File: src/rtl/rapq_pkg.sv
// Shared constants and types for the range-add / point-query segment tree.
package rapq_pkg;

	localparam int MAX_POSITIONS_DEF = 1024;

	// Field widths are fixed by the interface.
	localparam int POS_W = 11;
	localparam int ACT_W = 11;
	localparam int VAL_W = 64;

	// Configuration port.
	localparam int APB_AW = 3;
	localparam int APB_DW = 32;
	localparam logic [APB_AW-3:0] REG_ACTIVE_SIZE = 1'b0;

	typedef enum logic {
		FUNC_ADD   = 1'b0,
		FUNC_QUERY = 1'b1
	} func_t;

	// Command lines of the node store.
	typedef struct packed {
		logic we;
		logic re;
	} mem_ctl_t;

endpackage

File: src/rtl/rapq_walk.sv
// Tree walk sequencer: clear pass, range add decomposition, point query path sum.
module rapq_walk import rapq_pkg::*; #(
	parameter int MAX_POSITIONS = MAX_POSITIONS_DEF
) (
	input  logic                                   clk,
	input  logic                                   arst_n,
	input  logic [POS_W-1:0]                       top_pos,
	input  logic                                   req_valid,
	output logic                                   req_ready,
	input  logic                                   func,
	input  logic [POS_W-1:0]                       low_pos,
	input  logic [POS_W-1:0]                       high_pos,
	input  logic signed [VAL_W-1:0]                amount,
	output logic                                   rsp_valid,
	input  logic                                   rsp_ready,
	output logic signed [VAL_W-1:0]                point_total,
	output mem_ctl_t                               mem_ctl,
	output logic [$clog2(MAX_POSITIONS):0]         mem_addr,
	output logic [VAL_W-1:0]                       mem_wdata,
	input  logic [VAL_W-1:0]                       mem_rdata
);

	localparam int NODE_AW = $clog2(MAX_POSITIONS) + 1;
	localparam logic [NODE_AW-1:0] ROOT_K = NODE_AW'(1);
	localparam logic [POS_W-1:0]   POS_ONE = POS_W'(1);

	typedef enum logic [7:0] {
		ST_CLEAR  = 8'b0000_0001,
		ST_IDLE   = 8'b0000_0010,
		ST_A_ROOT = 8'b0000_0100,
		ST_A_STEP = 8'b0000_1000,
		ST_A_ADDW = 8'b0001_0000,
		ST_Q_RD   = 8'b0010_0000,
		ST_Q_LAST = 8'b0100_0000,
		ST_Q_FIN  = 8'b1000_0000
	} state_t;

	state_t state_q;

	logic [NODE_AW-1:0]      clr_addr_q;
	logic [POS_W-1:0]        lo_q;
	logic [POS_W-1:0]        hi_q;
	logic [VAL_W-1:0]        amt_q;
	logic [VAL_W-1:0]        acc_q;
	logic                    qpend_q;
	logic [NODE_AW-1:0]      tk_q;

	// query walk
	logic [POS_W-1:0]        s_q;
	logic [POS_W-1:0]        e_q;
	logic [NODE_AW-1:0]      k_q;

	// partial nodes of the current and the next level
	logic [POS_W-1:0]        cur_s_q [2];
	logic [POS_W-1:0]        cur_e_q [2];
	logic [NODE_AW-1:0]      cur_k_q [2];
	logic [POS_W-1:0]        nxt_s_q [2];
	logic [POS_W-1:0]        nxt_e_q [2];
	logic [NODE_AW-1:0]      nxt_k_q [2];
	logic [1:0]              cur_cnt_q;
	logic [1:0]              nxt_cnt_q;
	logic                    slot_q;
	logic                    child_q;

	logic                    rsp_valid_q;
	logic [VAL_W-1:0]        rsp_data_q;

	logic                    accept;
	logic [POS_W-1:0]        lo_clip;
	logic [POS_W-1:0]        hi_clip;
	logic                    q_out;

	logic [POS_W-1:0]        par_s;
	logic [POS_W-1:0]        par_e;
	logic [NODE_AW-1:0]      par_k;
	logic [POS_W:0]          par_sum;
	logic [POS_W-1:0]        par_mid;
	logic [POS_W:0]          q_sum;
	logic [POS_W-1:0]        q_mid;
	logic [POS_W-1:0]        cand_s;
	logic [POS_W-1:0]        cand_e;
	logic [NODE_AW-1:0]      cand_k;
	logic                    cand_full;
	logic                    cand_disj;
	logic                    slot_live;
	logic                    rsp_free;

	assign req_ready = (state_q == ST_IDLE);
	assign accept    = req_valid && req_ready;
	assign rsp_free  = !rsp_valid_q || rsp_ready;

	// Clip the add span to the live range; an empty result means no work.
	assign lo_clip = (low_pos == '0) ? POS_ONE : low_pos;
	assign hi_clip = (high_pos > top_pos) ? top_pos : high_pos;
	assign q_out   = (low_pos == '0) || (low_pos > top_pos);

	assign par_s   = cur_s_q[slot_q];
	assign par_e   = cur_e_q[slot_q];
	assign par_k   = cur_k_q[slot_q];
	assign par_sum = {1'b0, par_s} + {1'b0, par_e};
	assign par_mid = par_sum[POS_W:1];
	assign q_sum   = {1'b0, s_q} + {1'b0, e_q};
	assign q_mid   = q_sum[POS_W:1];

	assign slot_live = slot_q ? (cur_cnt_q == 2'd2) : (cur_cnt_q != 2'd0);

	always_comb begin
		if (state_q == ST_A_ROOT) begin
			cand_s = POS_ONE;
			cand_e = top_pos;
			cand_k = ROOT_K;
		end else if (!child_q) begin
			cand_s = par_s;
			cand_e = par_mid;
			cand_k = {par_k[NODE_AW-2:0], 1'b0};
		end else begin
			cand_s = par_mid + POS_ONE;
			cand_e = par_e;
			cand_k = {par_k[NODE_AW-2:0], 1'b1};
		end
	end

	assign cand_full = (lo_q <= cand_s) && (cand_e <= hi_q);
	assign cand_disj = (cand_e < lo_q) || (hi_q < cand_s);

	always_comb begin
		mem_ctl   = '0;
		mem_addr  = '0;
		mem_wdata = '0;
		unique case (state_q)
			ST_CLEAR: begin
				mem_ctl.we = 1'b1;
				mem_addr   = clr_addr_q;
			end
			ST_A_ROOT, ST_A_STEP: begin
				if (cand_full && (state_q == ST_A_ROOT || slot_live)) begin
					mem_ctl.re = 1'b1;
					mem_addr   = cand_k;
				end
			end
			ST_A_ADDW: begin
				mem_ctl.we = 1'b1;
				mem_addr   = tk_q;
				mem_wdata  = mem_rdata + amt_q;
			end
			ST_Q_RD: begin
				mem_ctl.re = 1'b1;
				mem_addr   = k_q;
			end
			default: begin
			end
		endcase
	end

	always_ff @(posedge clk or negedge arst_n) begin
		if (!arst_n) begin
			state_q     <= ST_CLEAR;
			clr_addr_q  <= '0;
			cur_cnt_q   <= '0;
			nxt_cnt_q   <= '0;
			slot_q      <= 1'b0;
			child_q     <= 1'b0;
			qpend_q     <= 1'b0;
			rsp_valid_q <= 1'b0;
		end else begin
			qpend_q <= (state_q == ST_Q_RD);
			// A finished query loads the result register once it is free.
			if (state_q == ST_Q_FIN && rsp_free) begin
				rsp_valid_q <= 1'b1;
			end else if (rsp_ready) begin
				rsp_valid_q <= 1'b0;
			end
			unique case (state_q)
				ST_CLEAR: begin
					clr_addr_q <= clr_addr_q + NODE_AW'(1);
					if (&clr_addr_q) begin
						state_q <= ST_IDLE;
					end
				end
				ST_IDLE: begin
					if (accept) begin
						if (func == FUNC_ADD) begin
							if (lo_clip <= hi_clip) begin
								state_q <= ST_A_ROOT;
							end
						end else if (q_out) begin
							state_q <= ST_Q_FIN;
						end else begin
							state_q <= ST_Q_RD;
						end
					end
				end
				ST_A_ROOT: begin
					cur_cnt_q <= '0;
					slot_q    <= 1'b0;
					child_q   <= 1'b0;
					if (cand_full) begin
						nxt_cnt_q <= '0;
						state_q   <= ST_A_ADDW;
					end else begin
						nxt_cnt_q <= 2'd1;
						state_q   <= ST_A_STEP;
					end
				end
				ST_A_STEP: begin
					if (!slot_live) begin
						// level finished: descend or stop
						if (nxt_cnt_q == 2'd0) begin
							state_q <= ST_IDLE;
						end else begin
							cur_cnt_q <= nxt_cnt_q;
							nxt_cnt_q <= '0;
							slot_q    <= 1'b0;
							child_q   <= 1'b0;
						end
					end else begin
						child_q <= !child_q;
						if (child_q) begin
							slot_q <= !slot_q;
							// second partial node done: level is used up
							if (slot_q) begin
								cur_cnt_q <= '0;
							end
						end
						if (cand_full) begin
							state_q <= ST_A_ADDW;
						end else if (!cand_disj) begin
							nxt_cnt_q <= nxt_cnt_q + 2'd1;
						end
					end
				end
				ST_A_ADDW: begin
					state_q <= ST_A_STEP;
				end
				ST_Q_RD: begin
					if (s_q == e_q) begin
						state_q <= ST_Q_LAST;
					end
				end
				ST_Q_LAST: begin
					state_q <= ST_Q_FIN;
				end
				ST_Q_FIN: begin
					if (rsp_free) begin
						state_q <= ST_IDLE;
					end
				end
				default: begin
					state_q <= ST_CLEAR;
				end
			endcase
		end
	end

	// Payload and walk registers.
	always_ff @(posedge clk) begin
		if (accept) begin
			lo_q  <= (func == FUNC_ADD) ? lo_clip : low_pos;
			hi_q  <= hi_clip;
			amt_q <= amount;
			acc_q <= '0;
			s_q   <= POS_ONE;
			e_q   <= top_pos;
			k_q   <= ROOT_K;
		end
		if (qpend_q) begin
			acc_q <= acc_q + mem_rdata;
		end
		if (state_q == ST_Q_RD && s_q != e_q) begin
			if (lo_q <= q_mid) begin
				e_q <= q_mid;
				k_q <= {k_q[NODE_AW-2:0], 1'b0};
			end else begin
				s_q <= q_mid + POS_ONE;
				k_q <= {k_q[NODE_AW-2:0], 1'b1};
			end
		end
		if ((state_q == ST_A_ROOT || (state_q == ST_A_STEP && slot_live)) && cand_full) begin
			tk_q <= cand_k;
		end
		if (state_q == ST_A_ROOT && !cand_full) begin
			nxt_s_q[0] <= cand_s;
			nxt_e_q[0] <= cand_e;
			nxt_k_q[0] <= cand_k;
		end
		if (state_q == ST_A_STEP && slot_live && !cand_full && !cand_disj) begin
			nxt_s_q[nxt_cnt_q[0]] <= cand_s;
			nxt_e_q[nxt_cnt_q[0]] <= cand_e;
			nxt_k_q[nxt_cnt_q[0]] <= cand_k;
		end
		if (state_q == ST_A_STEP && !slot_live) begin
			cur_s_q <= nxt_s_q;
			cur_e_q <= nxt_e_q;
			cur_k_q <= nxt_k_q;
		end
		if (state_q == ST_Q_FIN && rsp_free) begin
			rsp_data_q <= acc_q;
		end
	end

	assign rsp_valid   = rsp_valid_q;
	assign point_total = rsp_data_q;

	// The write of a read-modify-write goes to the node read in the previous cycle.
	a_rmw_addr: assert property (@(posedge clk) disable iff (!arst_n)
		(state_q == ST_A_ADDW) |-> ($past(mem_ctl.re) && mem_addr == $past(mem_addr)))
		else $error("rmw write address differs from read");

	a_port_excl: assert property (@(posedge clk) disable iff (!arst_n)
		!(mem_ctl.we && mem_ctl.re))
		else $error("node store read and write in the same cycle");

	// A contiguous span leaves at most two partial nodes per level.
	a_lvl_cnt: assert property (@(posedge clk) disable iff (!arst_n)
		(cur_cnt_q != 2'd3) && (nxt_cnt_q != 2'd3))
		else $error("more than two partial nodes on a level");

	a_qpend: assert property (@(posedge clk) disable iff (!arst_n)
		qpend_q |-> (state_q == ST_Q_RD || state_q == ST_Q_LAST))
		else $error("query read data arrived outside the query walk");

endmodule

File: config.mk
export PLATFORM = sky130hd
export DESIGN_NAME = rapq_walk
export DESIGN_NICKNAME = d
export VERILOG_FILES = /design/src/rtl/rapq_pkg.sv /design/src/rtl/rapq_walk.sv
export SDC_FILE = /design/constraint.sdc
export NUM_CORES = 1
export LEC_CHECK = 0
export BUFFER_PORTS_ARGS = -buffer_cell sky130_fd_sc_hd__buf_2
export CORE_AREA = 2 2 211 213
export DETAILED_ROUTE_END_ITERATION = 8
export DIE_AREA = 0 0 213 215
export PLACE_DENSITY_LB_ADDON = 0.3
export SYNTH_ARGS = -nofsm -noshare
export SYNTH_HDL_FRONTEND = slang
export SYNTH_SLANG_ARGS = --single-unit
File: constraint.sdc
create_clock -name clk -period 8.25 [get_ports clk]
set_clock_uncertainty 0.1 [all_clocks]
set_input_delay 1.65 -clock clk [delete_from_list [all_inputs] [get_ports clk]]
set_output_delay 1.65 -clock clk [all_outputs]
set_load 0.03 [all_outputs]
======== After elaboration in Yosys (flattened, before gate mapping) ========
Cells that the tools add are included.
word-level totals
  logic and storage cells ................. 189
  bits in registers ....................... 415
  input port bits ......................... 166
cells by class
  eq/ne operators ......................... 23
  add/subtract/negate cells ............... 8
  reduce and logical (&&, ||, !) cells .... 38
  bitwise operators ....................... 2
  $lt $le $gt $ge ......................... 11
  multiplexer cells ....................... 78
operator list
  kind                     count
  $mux W11                 27
  $mux W64                 3
  $add A64 B64 Y64         2
  $mux W8                  10
  $bwmux W22               3
  $mux W22                 3
  $pmux W8 S8              1
  $le A11 B11 Y1           4
  $pmux W11 S4             1
  $add A11 B1 Y11 const B  3
  $mux W10                 3
  $add A11 B11 Y12         2
  $gt A11 B11 Y1           2
  $lt A11 B11 Y1           2
  $ne A3 B3 Y1 const B     7
  $mux W2                  8
  $logic_and A1 B1 Y1      12
  $mux W1                  12
  $demux W11 S1            1
  $eq A11 B11 Y1           1
  $logic_not A11 Y1        1
  $ne A11 B11 Y1           1
  $reduce_and A11 Y1       1
  $reduce_bool A2 Y1       5
  27 further kinds         45

======== Depth between registers and ports, before layout ========
Gate-level depths: netlist (run 1).
  word-level depth ........................ 15
  mapped depth ............................ 27
  depth with buffers taken out ............ 24

======== Worst setup path before layout (run 1) ========
No wires, ideal clock.
  path type ............................... flip-flop to output port
  start ................................... register slot_q
  end ..................................... output mem_addr[0]
  setup slack ............................. 0.925 ns
  cell stages (with the launch flop) ...... 24
  path buffers ............................ 2
  arrival time ............................ 5.575 ns
  cell sequence ........................... dfrtp_1 > buf_6 > clkbuf_1 > mux2_2 > ha_1 > a21o_1 > a21o_1 > a22o_1 > o41ai_2 > xnor2_1 > and3_1 > nand4_1 > or3_1 > xor2_1 > a21oi_2 > nand2_1 > ha_1 > and3_1 > nand3_1 > o22ai_1 > o22ai_1 > a21oi_1 > nand2_1 > nand2_1
on the way
  cells in the longest elaborated chain, start to end .. 13
  elaborated cells between the ends (all ways) .. 21
  classes of those cells .................. 2 x add/sub; 2 x order compare; 13 x mux; 1 x bitwise; 3 x reduce/logical
ends and longest elaborated chain
  element                                   line                              text
  from (decl)                               rapq_walk.sv:62                   logic slot_q;
  from (signal assigned)                    rapq_walk.sv:219                  slot_q <= !slot_q;
  $not A1 Y2 (implied by the code)          rapq_walk.sv:97, rapq_walk.sv:98
  $mux W11 (on tied branches) (3 in a row)  rapq_walk.sv:97, rapq_walk.sv:98
  $add A11 B11 Y12                          rapq_walk.sv:100                  assign par_sum = {1'b0, par_s} + {1'b0, par_e};
  $add A11 B1 Y11                           rapq_walk.sv:117                  cand_s = par_mid + POS_ONE;
  $mux W11                                  rapq_walk.sv:112                  end else if (!child_q) begin
  $mux W11                                  rapq_walk.sv:108                  if (state_q == ST_A_ROOT) begin
  $le A11 B11 Y1                            rapq_walk.sv:123                  assign cand_full = (lo_q <= cand_s) && (cand_e <= hi_q);
  $logic_and A1 B1 Y1                       rapq_walk.sv:123
  $logic_and A1 B1 Y1 *                     rapq_walk.sv:136                  if (cand_full && (state_q == ST_A_ROOT || slot_live)) begin
  $mux W11 *                                rapq_walk.sv:136
  $pmux W11 S4 *                            rapq_walk.sv:130                  unique case (state_q)
  to (decl)                                 rapq_walk.sv:18                   output logic [$clog2(MAX_POSITIONS):0] mem_addr,
Every way passes the cells marked *; elsewhere a longest branch is shown, timed or not. The select of a mux whose other input is x is not followed.

==> results of run 1 <==
[per-stage QoR]
stage | cells | total power (uW) | utilization [%] | hold WS (ps) | cell area, um2
after floorplan | 2518 | 2600 | - | 300 | 25900
after global placement | 3327 | 2740 | 64.0 | 301 | 27900
after detailed placement | 3327 | 2750 | 64.0 | 305 | 27900
after CTS | 3413 | 4780 | 67.4 | 301 | 29400
after global routing | 3413 | 4910 | 67.5 | 316 | 29400
final | 3413 | 4760 | 67.5 | 306 | 29400
[metal layers]
| layer | wire [um] | up-vias | GRT usage, % | share of wire, % |
|---|---|---|---|---|
| met1 | 32000 | 10044 | 43.9 | 43 |
| li1 | - | 9845 | - | - |
| met2 | 33800 | 914 | 50.5 | 46 |
| met4 | 3040 | 0 | 13.0 | 4.1 |
| met5 | 0 | - | 0 | 0 |
| met3 | 5430 | 163 | 4.88 | 7.3 |
[power breakdown]
| part | internal [uW] | switching [uW] |
|---|---|---|
| Sequential | 2230 | 0.0000000000000317 |
| Clock | 1180 | 866 |
| Combinational | 204 | 287 |
[flip-flops by register name, indices dropped and copies added, names as in the netlist, 2 cells and up, named ones only]
register     cells
acc_q           64
nxt_e_q         11
s_q             11
cur_s_q         22
state_q          8
cur_k_q         20
cur_e_q         22
k_q             11
amt_q           64
lo_q            11
hi_q            11
cur_cnt_q        2
point_total     64
nxt_cnt_q        2
clr_addr_q      11
nxt_s_q         11
nxt_k_q         10
tk_q            11
e_q             11
[cells by family (layout without fill, tap and decap cells)]
family	Yosys count	after routing	share of synthesized area (%)
AO/OA/AOI/OAI	657	657	16.7
XOR/XNOR	161	161	5.44
adder cells (fa/ha/maj)	241	241	11.8
buffers and inverters	221	524	3.31
flip-flops	413	413	45.3
multiplexers	70	70	2.92
AND/OR/NAND/NOR	755	755	14.7
[worst min path at each step]
stage	end	slack, ps	cells after the start
2_1_floorplan	cur_s_q[21]	300	0
3_3_place_gp	cur_k_q[7]	300	0
3_5_place_dp	cur_e_q[5]	300	0
4_1_cts	cur_k_q[5]	300	0
5_1_grt	cur_s_q[0]	320	0
6_report	cur_k_q[5]	310	0
[final cells by class]
class / count / area [um2]
clock buffers: 64 / 1310
multi-input cells: 1884 / 13400
repair buffers: 328 / 1690
well taps: 592 / 741
fillers: 3467 / 14200
flip-flops and latches: 413 / 11700
inverters: 110 / 414
clock inverters: 22 / 188
[synthesized netlist by cell type, drive strengths merged, types with 54 or more instances]
master,number
edfxtp,332
ha,237
a21oi,200
nand2,187
nor2,179
o21ai,157
inv,109
clkbuf,97
xnor2,95
a21o,81
and2,76
nand3,70
xor2,66
dfxtp,54
[timing repair]
item	CTS	global route
buffers inserted	0	0
setup endpoints to repair	0	12
resized for setup	0	3
==> results.cfg, run 1 <==
[route]
totalWireLength_um = 74400
vias = 20966
wl_per_cell_um = 21.8
drtAntennaViolNets = 0
dr.pass1.iters = 7
drc = 0
drtIter0Drc = 2024
drt-vias-per-instance = 6.14

[synth]
yosysTopAreaCell = edfxtp_1
syn_avg_cell_area_um2 = 10.3
ys_types = 99
synth_top_area_share_pct = 38.5
yosys-top-cells-area = edfxtp_1 (38%), ha_1 (11%), dfxtp_1 (4.2%)
async_reset_ff_share_pct = 6.54
synthesis.area_um2 = 25900
synth_edf_count = 332
syn-num-nets = 2925
ys_seq_elements = 413
ys.flop_type = edfxtp_1
syn-instance-count = 2518
yosys_warnings = 0
ys_seq_area_share_pct = 45.3

[critical_path]
critPathLaunch = slot_q
slowest_stage = dfrtp_2
start_kind = flip-flop
rr_startpoint = slot_q
worst_path_largest_cell_delay_ps = 500
crit_chain = mux2_2 -> ha_1 -> a21o_1 -> a21o_1 -> a221oi_1 -> xor2_1 -> nor3_2 -> and3_1 -> nand4_1 -> or3_1 -> xor2_1 -> a21oi_2 -> nand2_1 -> ha_1 -> and3_1 -> nand3_1 -> o22ai_1 -> o22ai_2 -> a21oi_1 -> buf_4 -> or2_2 -> buf_2
cpLargestDelayFamily = simple AND/OR/NAND/NOR gates
crit_buf_inv = 2
cp_num_cells = 22
cp-endpoint = mem_ctl[0]
crit_fanout = 13
endpoint_kind = primary output
path_class = reg2out
timing.rr.end = nxt_e_q[19]
crit_arrival_ps = 6160
rrSetupSlack_ps = 1570
required_ps = 6500
r2r_cells = 23

[clocking]
hold_buffers = 0
cts.sinks = 413
cts_made_buffers = 46
cts_tree = done
cts.clk_slew.worst_paths_ps = 60
clockBufferDepth = 3
clkLatencyLatePin_ps = 610
htree_levels = 2
cts_root_buf = clkbuf_16

[sta]
finalSetupViolations = 0
max_slew.worst_pin.slew_ps = 1160
fin_setup_tns_ps = 0
period_needed_ps = 7910
max_freq_ghz = 0.126
rsz0062_at_grt = false
maxSlewViolCount = 0
slew_headroom_pct = 22.8
period_share_pct = 95.9
setup_slack_ps = 337
hold_viol = 0

[placement]
routabilityCongestion = 1.01
place_ws_ps = 682
portBuffers = 308
dp_hpwl_um = 56700

[floorplanning]
rows = 77
die_h_um = 215
die_x_um = 213
start_util_pct = 59.4
fp.coreArea_um2 = 43600
io_pins = 309
dieArea_um2 = 45800

[power_and_ir_drop]
ir_drop_mv = 0.166
leakage_uw = 0.0122
power_density_nw_per_um2 = 162

[cells_and_area]
drive_above_1_share_pct = 17.7
final_common_cell = edfxtp_1
layout_common_cells = edfxtp_1 (332), buf_2 (308), ha_1 (237), a21oi_1 (194), nand2_1 (185)
syn_to_final_growth_pct = 13.6
diodes = 0
layout.nets = 3190

[global_routing]
antenna_found_initial = 0
grt_max_degree = 66
grt-ovfl-total = 0
grt_first_pass_wirelength_um = 113000
grt_usage_pct = 31.9
grt_pass1_vias = 20371

[outcome]
status = finished clean

[flow_run]
max-cap-violations = 0

[hold_path]
hp-class = reg2reg
No activity file was read; power rests on OpenSTA's default activity.
==> run 2, diff against run 1 <==
- CORE_AREA: 2 2 211 213 -> 2 2 221 223
- DIE_AREA: 0 0 213 215 -> 0 0 223 225
- clock period: 8.25 -> 8.75 ns (I/O delays scaled with it)
==> run 2 against run 1 <==
Net effect: first-iteration DRC count is 0.49% lower; non-clock buffer count shrank 5; global-route usage fell by 3.7 points; combinational power down 6.3%; highest routed layer unchanged; final cell count up 0.47%; hold slack better by 9.0 ps; worst setup slack got worse by 43 ps; count of clock-buffer cells in the layout shrank 8.
==> results.cfg, run 2 (synthesis gave the netlist of run 1 again) <==
[clocking]
cts_tree = done
cts.sinks = 413
htree_levels = 2
post_cts_buffers = 0
cts_made_buffers = 45
cts_root_buf = clkbuf_16
cts.clk_slew.worst_paths_ps = 60
post_cts_resized = 0
clkLatencyLatePin_ps = 590
clockBufferDepth = 3
hold_buffers = 0

[floorplanning]
start_util_pct = 54.5
die_x_um = 223
rows = 80
fp.coreArea_um2 = 47500
io_pins = 309
dieArea_um2 = 50200
die_h_um = 225

[critical_path]
crit_arrival_ps = 6610
start_kind = flip-flop
crit_fanout = 25
endpoint_kind = primary output
required_ps = 6900
path_class = reg2out
r2r_cells = 23

[route]
drtAntennaViolNets = 0
totalWireLength_um = 72400
drt-vias-per-instance = 6.10
vias = 20926
drtIter0Drc = 2014
drc = 0
wl_per_cell_um = 21.1
dr.pass1.iters = 7

[cells_and_area]
drive_above_1_share_pct = 17.3
final_common_cell = edfxtp_1
final_cells = 3429
finalInstanceArea_um2 = 29500
layout_common_cells = edfxtp_1 (332), buf_2 (308), ha_1 (237), a21oi_1 (194), nand2_1 (185)
layout.nets = 3184
syn_to_final_growth_pct = 13.9

[outcome]
status = finished clean

[placement]
dp_hpwl_um = 54500
routabilityCongestion = 0.964
portBuffers = 308
dpl.cell_count = 3345
placedInstanceArea_um2 = 27900

[global_routing]
grt_usage_pct = 28.2
grt-ovfl-total = 0
grt_first_pass_wirelength_um = 111000
antenna_found_initial = 1
grt_max_degree = 66
grt_pass1_vias = 20244

[sta]
finalSetupViolations = 0
max_slew.worst_pin.slew_ps = 1080
maxSlewViolCount = 0
fin_setup_tns_ps = 0
hold_viol = 0
max_freq_ghz = 0.118
slew_headroom_pct = 28.0
whs_ps = 315
rsz0062_at_grt = false
period_share_pct = 96.6
period_needed_ps = 8460

[power_and_ir_drop]
leakage_uw = 0.0122
ir_drop_mv = 0.125
power_uw = 4640
power_density_nw_per_um2 = 157
pwr-share-comb_pct = 9.9
p_int_uw = 3540
netSwitchingFraction_pct = 23.6
seq_power_share_pct = 45.3
p_switching_uw = 1090
clockPowerShare_pct = 44.8

[hold_path]
hold_depth = 0
hp-class = reg2reg

[flow_run]
max-cap-violations = 0
==> run 2: power by group through the flow <==
stage               clock, uW  sequential [uW]  combinational (uW)
global route             2180             2100                 504
detailed placement          0             2140                 447
floorplan                   0             2140                 310
CTS                      2100             2100                 451
finish                   2080             2100                 460
global placement            0             2140                 437
==> run 2: path summary, 6_finish.rpt <==
path | startpoint | endpoint | slack [ps]
setup / recovery | slot_q | mem_addr[9] | 290
max in group asynchronous | arst_n | qpend_q | 6950
hold reg to reg | flip-flop | cur_k_q[0] | 310
hold / removal | flip-flop | cur_k_q[0] | 310
min in group asynchronous | arst_n | slot_q | 1100
setup reg to reg | slot_q | nxt_e_q[13] | 1600
==> run 2: routing by layer <==
layer / wire [um] / vias to the layer above / GRT usage, % / part of all wire, %
li1: - / 9853 / - / -
met1: 31400 / 10005 / 38.1 / 43
met2: 33000 / 902 / 45.7 / 46
met3: 5280 / 166 / 4.58 / 7.3
met4: 2650 / 0 / 10.8 / 3.7
met5: 0 / - / 0 / 0
==> run 2: critical path, stage by stage, from the launching register on <==
cell	delay, ps
dfrtp_1	730
buf_4	490
mux2_2	400
ha_1	370
and2_1	210
a311oi_1	300
xnor2_1	280
and3_1	270
nand4_1	150
or3_1	430
xor2_1	160
a21oi_2	190
nand2_1	110
ha_1	350
and3_1	160
nand3_1	70
o22ai_1	140
o22ai_1	140
nor2_2	640
nand2_1	120
nand2_1	90
buf_2	210
==> run 2: stage by stage <==
stage	utilization [%]	setup slack (ps)
floorplan	-	1330
global placement	58.7	930
detailed placement	58.7	762
CTS	62.1	88.0
global route	62.1	24.2
finish	62.1	294
==> run 2: layout make-up <==
type / instances / area [um2]
well taps: 615 / 769
repair buffers: 323 / 1650
multi-input cells: 1884 / 13400
clock inverters: 27 / 387
flip-flops and latches: 413 / 11700
inverters: 110 / 415
clock buffers: 56 / 1210
fillers: 3798 / 18000
diodes: 1 / 2.50
